## src/ccc_pkg.sv

```systemverilog
// Shared types, codes and month table for the calendar clock counter.
// No dependencies; imported by ccc_update and calendar_clock_counter.
package ccc_pkg;

  // Item codes
  typedef enum logic [1:0] {
    ACT_TICK = 2'd0,
    ACT_SET  = 2'd1,
    ACT_INIT = 2'd2
  } action_t;

  // Bit positions inside write_mask
  localparam int unsigned MSK_YEAR    = 0;
  localparam int unsigned MSK_MONTH   = 1;
  localparam int unsigned MSK_DAY     = 2;
  localparam int unsigned MSK_HOUR    = 3;
  localparam int unsigned MSK_MINUTE  = 4;
  localparam int unsigned MSK_SECOND  = 5;
  localparam int unsigned MSK_WEEKDAY = 6;

  localparam logic [15:0] YEAR_MAX    = 16'hFFFF;
  localparam logic [3:0]  MONTH_LAST  = 4'd12;
  localparam logic [4:0]  HOUR_LAST   = 5'd23;
  localparam logic [5:0]  MINUTE_LAST = 6'd59;
  localparam logic [5:0]  SECOND_LAST = 6'd59;
  localparam logic [2:0]  WDAY_LAST   = 3'd6;
  localparam logic [3:0]  MONTH_FEB   = 4'd2;

  // Input word
  typedef struct packed {
    logic [1:0]  action;
    logic [6:0]  write_mask;
    logic [15:0] new_year;
    logic [7:0]  new_month;
    logic [7:0]  new_day;
    logic [7:0]  new_hour;
    logic [7:0]  new_minute;
    logic [7:0]  new_second;
    logic [7:0]  new_weekday;
  } in_word_t;

  // Result word
  typedef struct packed {
    logic [15:0] cur_year;
    logic [3:0]  cur_month;
    logic [4:0]  cur_day;
    logic [4:0]  cur_hour;
    logic [5:0]  cur_minute;
    logic [5:0]  cur_second;
    logic [2:0]  cur_weekday;
    logic        minute_event;
  } out_word_t;

  // Calendar state
  typedef struct packed {
    logic [15:0] year;
    logic [3:0]  month;
    logic [4:0]  day;
    logic [4:0]  hour;
    logic [5:0]  minute;
    logic [5:0]  second;
    logic [2:0]  weekday;
  } cal_t;

  // Power-on / init value: year 0, January 1, 00:00:00, Monday
  localparam cal_t CAL_INIT = '{
    year:    16'd0,
    month:   4'd1,
    day:     5'd1,
    hour:    5'd0,
    minute:  6'd0,
    second:  6'd0,
    weekday: 3'd1
  };

  // Days in a month, non-leap; 0 for codes that are not a month
  function automatic logic [4:0] month_len(input logic [3:0] month);
    logic [4:0] len;
    case (month)
      4'd1:    len = 5'd31;
      4'd2:    len = 5'd28;
      4'd3:    len = 5'd31;
      4'd4:    len = 5'd30;
      4'd5:    len = 5'd31;
      4'd6:    len = 5'd30;
      4'd7:    len = 5'd31;
      4'd8:    len = 5'd31;
      4'd9:    len = 5'd30;
      4'd10:   len = 5'd31;
      4'd11:   len = 5'd30;
      4'd12:   len = 5'd31;
      default: len = 5'd0;
    endcase
    return len;
  endfunction

  // 8-bit value mod 7: 8 = 1 (mod 7), so octal digits fold into a small sum
  function automatic logic [2:0] mod7(input logic [7:0] v);
    logic [4:0] s1;
    logic [3:0] s2;
    s1 = {3'd0, v[7:6]} + {2'd0, v[5:3]} + {2'd0, v[2:0]};
    s2 = {2'd0, s1[4:3]} + {1'b0, s1[2:0]};
    if (s2 >= 4'd7) begin
      s2 = s2 - 4'd7;
    end
    return s2[2:0];
  endfunction

endpackage

```

## src/calendar_clock_counter.sv

```systemverilog
// Calendar clock counter: one tick, set or init word in, one time word out.
// Input reg, then result reg; the calendar update is a combinational carry chain.
// Throughput: one word per cycle while out_stall is low.
// Reset (synchronous, rst_n low): calendar goes to year 0, Jan 1, 00:00:00,
// Monday; both pipeline stages empty.
// Depends on ccc_pkg and ccc_update.
module calendar_clock_counter
  import ccc_pkg::*;
(
  input  logic      clk,
  input  logic      rst_n,
  input  logic      in_valid,
  output logic      in_stall,
  input  in_word_t  in_data,
  output logic      out_valid,
  input  logic      out_stall,
  output out_word_t out_data
);

  logic      in_valid_r, in_valid_nxt;
  in_word_t  in_data_r;
  cal_t      cal_r, cal_nxt;
  logic      out_valid_r, out_valid_nxt;
  out_word_t out_data_r, out_data_nxt;
  cal_t      upd_cal;
  logic      upd_minute;
  logic      advance;
  logic      fire;

  // Result stage can load when empty or being drained
  assign advance  = !out_valid_r || !out_stall;
  assign fire     = in_valid_r && advance;
  assign in_stall = in_valid_r && !advance;

  ccc_update u_update (
    .cur          (cal_r),
    .item         (in_data_r),
    .nxt          (upd_cal),
    .minute_event (upd_minute)
  );

  // Stage control and next values
  always_comb begin
    in_valid_nxt  = in_stall ? in_valid_r : in_valid;
    out_valid_nxt = advance ? in_valid_r : out_valid_r;
    cal_nxt       = fire ? upd_cal : cal_r;
    out_data_nxt  = out_data_r;
    if (fire) begin
      out_data_nxt = '{
        cur_year:     upd_cal.year,
        cur_month:    upd_cal.month,
        cur_day:      upd_cal.day,
        cur_hour:     upd_cal.hour,
        cur_minute:   upd_cal.minute,
        cur_second:   upd_cal.second,
        cur_weekday:  upd_cal.weekday,
        minute_event: upd_minute
      };
    end
  end

  // Control and calendar registers
  always_ff @(posedge clk) begin
    if (!rst_n) begin
      in_valid_r  <= 1'b0;
      out_valid_r <= 1'b0;
      cal_r       <= CAL_INIT;
    end else begin
      in_valid_r  <= in_valid_nxt;
      out_valid_r <= out_valid_nxt;
      cal_r       <= cal_nxt;
    end
  end

  // Payload registers
  always_ff @(posedge clk) begin
    if (!in_stall) begin
      in_data_r <= in_data;
    end
    out_data_r <= out_data_nxt;
  end

  assign out_valid = out_valid_r;
  assign out_data  = out_data_r;

`ifndef SYNTHESIS
  // Calendar fields stay in their legal ranges
  a_cal_range: assert property (@(posedge clk) disable iff (!rst_n)
    (cal_r.month >= 4'd1) && (cal_r.month <= 4'd12) && (cal_r.day >= 5'd1) &&
    (cal_r.hour <= 5'd23) && (cal_r.minute <= 6'd59) && (cal_r.second <= 6'd59) &&
    (cal_r.weekday <= 3'd6))
    else $error("calendar state out of range");

  // A minute rollover always reports second zero
  a_minute_sec: assert property (@(posedge clk) disable iff (!rst_n)
    (out_valid_r && out_data_r.minute_event) |-> (out_data_r.cur_second == 6'd0))
    else $error("minute event without second zero");

  // A held input word is not dropped while the result stage is blocked
  a_in_hold: assert property (@(posedge clk) disable iff (!rst_n)
    (in_valid_r && !advance) |=> (in_valid_r && $stable(in_data_r) && $stable(cal_r)))
    else $error("held input word lost or state changed");

  // Result shown matches the calendar state it came from
  a_out_state: assert property (@(posedge clk) disable iff (!rst_n)
    fire |=> (out_data_r.cur_year == cal_r.year) && (out_data_r.cur_day == cal_r.day) &&
             (out_data_r.cur_weekday == cal_r.weekday))
    else $error("result word differs from calendar state");
`endif

endmodule

```

## src/ccc_update.sv

```systemverilog
// Next-state logic of the calendar: tick carry chain, masked set, init.
// Depends on ccc_pkg.
module ccc_update
  import ccc_pkg::*;
(
  input  cal_t     cur,
  input  in_word_t item,
  output cal_t     nxt,
  output logic     minute_event
);

  logic       sec_wrap;
  logic       min_wrap;
  logic       hour_wrap;
  logic       day_wrap;
  logic       month_wrap;
  logic [5:0] day_limit;
  logic [5:0] day_inc;
  cal_t       tick_val;
  cal_t       set_val;

  // Carry chain for one second
  always_comb begin
    day_limit = {1'b0, month_len(cur.month)};
    if (cur.month == MONTH_FEB && cur.year[1:0] == 2'b00) begin
      day_limit = day_limit + 6'd1;
    end
    day_inc    = {1'b0, cur.day} + 6'd1;
    sec_wrap   = cur.second >= SECOND_LAST;
    min_wrap   = sec_wrap && (cur.minute >= MINUTE_LAST);
    hour_wrap  = min_wrap && (cur.hour >= HOUR_LAST);
    day_wrap   = hour_wrap && (day_inc > day_limit);
    month_wrap = day_wrap && (cur.month >= MONTH_LAST);

    tick_val        = cur;
    tick_val.second = sec_wrap ? 6'd0 : cur.second + 6'd1;
    if (sec_wrap) begin
      tick_val.minute = min_wrap ? 6'd0 : cur.minute + 6'd1;
    end
    if (min_wrap) begin
      tick_val.hour = hour_wrap ? 5'd0 : cur.hour + 5'd1;
    end
    if (hour_wrap) begin
      tick_val.weekday = (cur.weekday >= WDAY_LAST) ? 3'd0 : cur.weekday + 3'd1;
      tick_val.day     = day_wrap ? 5'd1 : day_inc[4:0];
    end
    if (day_wrap) begin
      tick_val.month = month_wrap ? 4'd1 : cur.month + 4'd1;
    end
    if (month_wrap && cur.year != YEAR_MAX) begin
      tick_val.year = cur.year + 16'd1;
    end
  end

  // Masked set; year taken as is, weekday mod 7, rest range-checked
  always_comb begin
    set_val = cur;
    if (item.write_mask[MSK_YEAR]) begin
      set_val.year = item.new_year;
    end
    if (item.write_mask[MSK_MONTH] && (item.new_month inside {[8'd1:8'd12]})) begin
      set_val.month = item.new_month[3:0];
    end
    if (item.write_mask[MSK_DAY] && (item.new_day inside {[8'd1:8'd31]})) begin
      set_val.day = item.new_day[4:0];
    end
    if (item.write_mask[MSK_HOUR] && item.new_hour <= 8'd23) begin
      set_val.hour = item.new_hour[4:0];
    end
    if (item.write_mask[MSK_MINUTE] && item.new_minute <= 8'd59) begin
      set_val.minute = item.new_minute[5:0];
    end
    if (item.write_mask[MSK_SECOND] && item.new_second <= 8'd59) begin
      set_val.second = item.new_second[5:0];
    end
    if (item.write_mask[MSK_WEEKDAY]) begin
      set_val.weekday = mod7(item.new_weekday);
    end
  end

  // Select by item code; the unused code holds the state
  always_comb begin
    nxt          = cur;
    minute_event = 1'b0;
    case (item.action)
      ACT_TICK: begin
        nxt          = tick_val;
        minute_event = sec_wrap;
      end
      ACT_SET:  nxt = set_val;
      ACT_INIT: nxt = CAL_INIT;
      default:  nxt = cur;
    endcase
  end

endmodule
```

## config.mk

```make
export PLATFORM = sky130hd
export DESIGN_NAME = calendar_clock_counter
export DESIGN_NICKNAME = d
export VERILOG_FILES = /design/src/ccc_pkg.sv /design/src/calendar_clock_counter.sv /design/src/ccc_update.sv
export SDC_FILE = /design/constraint.sdc
export NUM_CORES = 1
export LEC_CHECK = 0
export BUFFER_PORTS_ARGS = -buffer_cell sky130_fd_sc_hd__buf_2
export CORE_MARGIN = 8
export CORE_UTILIZATION = 50
export CTS_CLUSTER_DIAMETER = 150
export CTS_CLUSTER_SIZE = 20
export DETAILED_ROUTE_END_ITERATION = 12
export GPL_TIMING_DRIVEN = 0
export PLACE_DENSITY = 0.74
export SLEW_MARGIN = 20
export SYNTH_ARGS = -nofsm -noshare
export SYNTH_HDL_FRONTEND = slang
export SYNTH_SLANG_ARGS = --single-unit
```

## constraint.sdc

```tcl
create_clock -name clk -period 4.6 [get_ports clk]
set_input_delay 1.38 -clock clk [delete_from_list [all_inputs] [get_ports clk]]
set_output_delay 1.38 -clock clk [all_outputs]
set_load 0.02 [all_outputs]
```

==> metrics.md <==
| Metric | Value |
|---|---|
| Most frequent cells in the layout | `buf_2, edfxtp_1, nand2_1, nor2_1, dfxtp_1` |
| Syn Area/Cell | `10.9 um^2` |
| Clk network pwr share | `39.4%` |
| First-pass GRT wire length | `35700 um` |
| Finished Core Util | `60.3%` |
| Mapped Cells | `775` |
| Tot Pwr | `3640 uW` |
| Post-synthesis cell type count | `87` |
| Drt first-iter violations | `708` |
| Critical path depth | `18` |
| GPL Wtd Cong | `0.946` |
| Initial antenna violation count | `0` |
| Hold_buf cts | `0` |
| Kind of critical path | `flip-flop to flip-flop` |
| Vias in the first global route | `6760` |
| Sink Count | `169` |
| CTS max path bufs | `2` |
| Skew-Pair Late Insertion Delay | `0.44 ns` |
| Slew headroom | `44.7%` |
| Initial core utilization | `51.1%` |
| Adder-cell share of the synthesized area | `4.55%` |
| Buffers on Ports | `124` |
| RSZ-0062 raised after global routing | `false` |
| Kind of start point of the critical path | `flip-flop` |
| Max Cap Viol | `0` |
| Hold Crit Class | `flip-flop to flip-flop` |
| Routed length on met2 | `10700 um` |
| Period minus WS final | `4.25 ns` |
| Final instance area | `10000 um^2` |
| Crit-path max FO | `4` |
| Grt total ovfl | `0` |
| I/O pin total | `125` |
| First-pass DRT Iterations | `6` |
| CTS H-Tree Depth | `4` |
| Commonest non-fill, non-tap cell in the layout | `buf_2` |
| Ys async rst share | `0%` |
| Outcome | `finished, final reports clean` |
| Crit path cell chain | `ha_1, fa_1, ha_1, a21o_1, a21oi_1, xor2_1, ha_1, inv_1, fa_1, inv_1, ha_1, a221oi_1, mux2i_1, xor2_1, o32a_1, o22a_1, nand2_1, o211ai_1` |
| Crit path buf inv count | `2` |
| Post-synthesis xor/xnor area fraction | `2.38%` |
| Setup ws final | `0.349 ns` |
| CP dominant cell by count | `ha_1` |
| Clk_skew | `0.0113 ns` |
| Top_reg_cell synth | `edfxtp_1` |
| Simple-gate share of the synthesized area | `15.2%` |
| #FFs+latches synth | `169` |
| TritonCTS clock tree | `yes` |
| Slew Viols, Final | `0` |
| Top sig layer | `met4` |
| Clock transition at the registers of the reported paths | `0.06 ns` |
| Post-layout nets | `1026` |
| Largest net degree at the start of global routing | `45` |
| Sw Pwr | `934 uW` |
| Rows | `47` |
| Vias per std cell | `6.01` |
| Post-DP HPWL | `16000 um` |
| GRT Total Usage | `21.1%` |
| Post-synthesis compound-gate area fraction | `18.0%` |
| Fin crit share | `92.4%` |
| # DRC | `0` |
| Cell area after synthesis | `8470 um^2` |
| Met1 Routed Length | `9880 um` |
| Fmax | `235 MHz` |
| Net Count, Synth | `881` |
| Die width | `146 um` |
| Diodes inserted | `0` |
| Cell Area, Placed | `9420 um^2` |
| Post-CTS Resized | `0` |
| Sequential share of power | `48.4%` |
| Post-synthesis mux area share | `2.47%` |
| Internal power | `2700 uW` |
| Routed length on met3 | `1930 um` |
| Area Overhead vs Synth | `18.2%` |
| # setup viols final | `0` |
| Setup Fix Bufs, Post-CTS | `0` |
| Share of post-route cells with drive strength above 1 | `21.2%` |
| DR vias | `6933` |
| Pleak | `0.00395 uW` |
| Arr. time, crit path | `4.53 ns` |
| Drt total wl | `22800 um` |
| Hold path depth | `2` |
| Die area | `21400 um^2` |
| Slowest cell on the critical path | `fa_1` |
| Comb power frac | `12.2%` |
| CP required | `4.87 ns` |
| Final ANT Viol Nets | `0` |
| TritonCTS Buffers | `17` |
| Core ar. | `16600 um^2` |
| Endpoint type of the worst setup path | `flip-flop` |
| Hold Vio Cnt, Final | `0` |
| Die Height | `146 um` |
| Register area share after synthesis | `54.0%` |
| Wire length per cell | `19.8 um` |
| Pwr per Cell Area | `364 nW/um^2` |
| Worst slew pin tran | `0.829 ns` |
| Yosys warns | `0` |
| Crit-path max cell delay | `0.55 ns` |
| Crit path max-delay family | `adder cells` |
| R2R depth | `18` |
| Clock root buffer | `clkbuf_16` |
| Post-synth EDFFs | `119` |
| Peak VDD IR | `0.293 mV` |
| Min Hold Slack | `0.513 ns` |
| Largest family of logic cells by synthesized area | `compound AO/OA/AOI/OAI gates` |
| Post-place setup slack | `0.362 ns` |
| Net Sw Frac | `25.7%` |
==> state kept, by name (all words and copies together), names as in the netlist, named ones only <==
register and count:
in_valid_r 1, out_data 46, cal_r 45, out_valid 1
in_data_r 73
==> area by class of cell <==
class	instances	area [um^2]
Buffer	39	203
Clock buffer	19	443
Clock inverter	13	144
Fill cell	1408	6580
Inverter	23	88.8
Multi-Input combinational cell	544	3620
Sequential cell	169	4570
Tap cell	220	275
Timing Repair Buffer	126	661
==> tightest hold or removal path: cells and delay by family, from the launching register on <==
kind	cells	cell delay (ns)
AND/OR/NAND/NOR	1	0.07
flip-flops	1	0.34
AO/OA/AOI/OAI	1	0.06
==> stage by stage <==
step / TNS (ns) / cells
final: 0 / 1153
after global routing: 0 / 1153
after CTS: 0 / 1153
after detailed placement: 0 / 1121
after global placement: -12.52 / 1119
after floorplan: 0 / 775
==> cells in the mapped netlist, types with 8 or more instances <==
library cell / n / share of area (%)
a21oi_1: 32 / 1.9
a31oi_1: 10 / 0.74
and3_1: 8 / 0.59
clkbuf_1: 27 / 1.2
dfxtp_1: 50 / 12
edfxtp_1: 119 / 42
ha_1: 26 / 3.8
inv_1: 21 / 0.93
mux2i_1: 16 / 1.9
nand2_1: 81 / 3.6
nand2b_1: 11 / 0.81
nand3_1: 23 / 1.4
nor2_1: 61 / 2.7
nor3_1: 21 / 1.2
nor4_1: 10 / 0.74
o211a_1: 11 / 1.3
o21a_1: 9 / 0.80
o21ai_0: 39 / 2.3
o21ai_1: 8 / 0.47
o22ai_1: 17 / 1.3
xnor2_1: 11 / 1.1
xor2_1: 12 / 1.2
==> power groups by stage <==
stage,sequential (uW),combinational (uW),clock (uW)
2_1_floorplan,1810,270,0
3_3_place_gp,1790,425,0
3_5_place_dp,1790,438,0
4_1_cts,1760,441,1440
5_1_grt,1770,487,1510
6_report,1760,444,1430
==> cells by family (layout without fill, tap and decap cells) <==
kind of cell | count (synthesis) | in the layout
muxes | 20 | 20
xor gates and xnor gates | 23 | 23
adders and majority gates | 29 | 29
and+or+nand+nor | 258 | 258
DFF | 169 | 169
buffers and inverters | 62 | 220
AOI/OAI and AO/OA | 214 | 214
==> per-layer routing <==
layer / global-route usage [%] / up-vias
met5: 0 / -
met4: 6.34 / 0
met3: 5.44 / 29
met2: 33.2 / 324
met1: 28.1 / 3328
li1: - / 3252
==> worst paths after layout <==
check	endpoint	from	slack, ns
worst min register to register	cal_r[21]$_SDFFE_PN0P_	cal_r[21]$_SDFFE_PN0P_	0.51
worst min-delay path	cal_r[21]$_SDFFE_PN0P_	cal_r[21]$_SDFFE_PN0P_	0.51
worst max-delay path	cal_r[0]$_SDFFE_PN1P_	in_data_r[3]$_DFFE_PN_	0.35
worst max register to register	cal_r[0]$_SDFFE_PN1P_	in_data_r[3]$_DFFE_PN_	0.35
(Power assumes the default switching activity.)
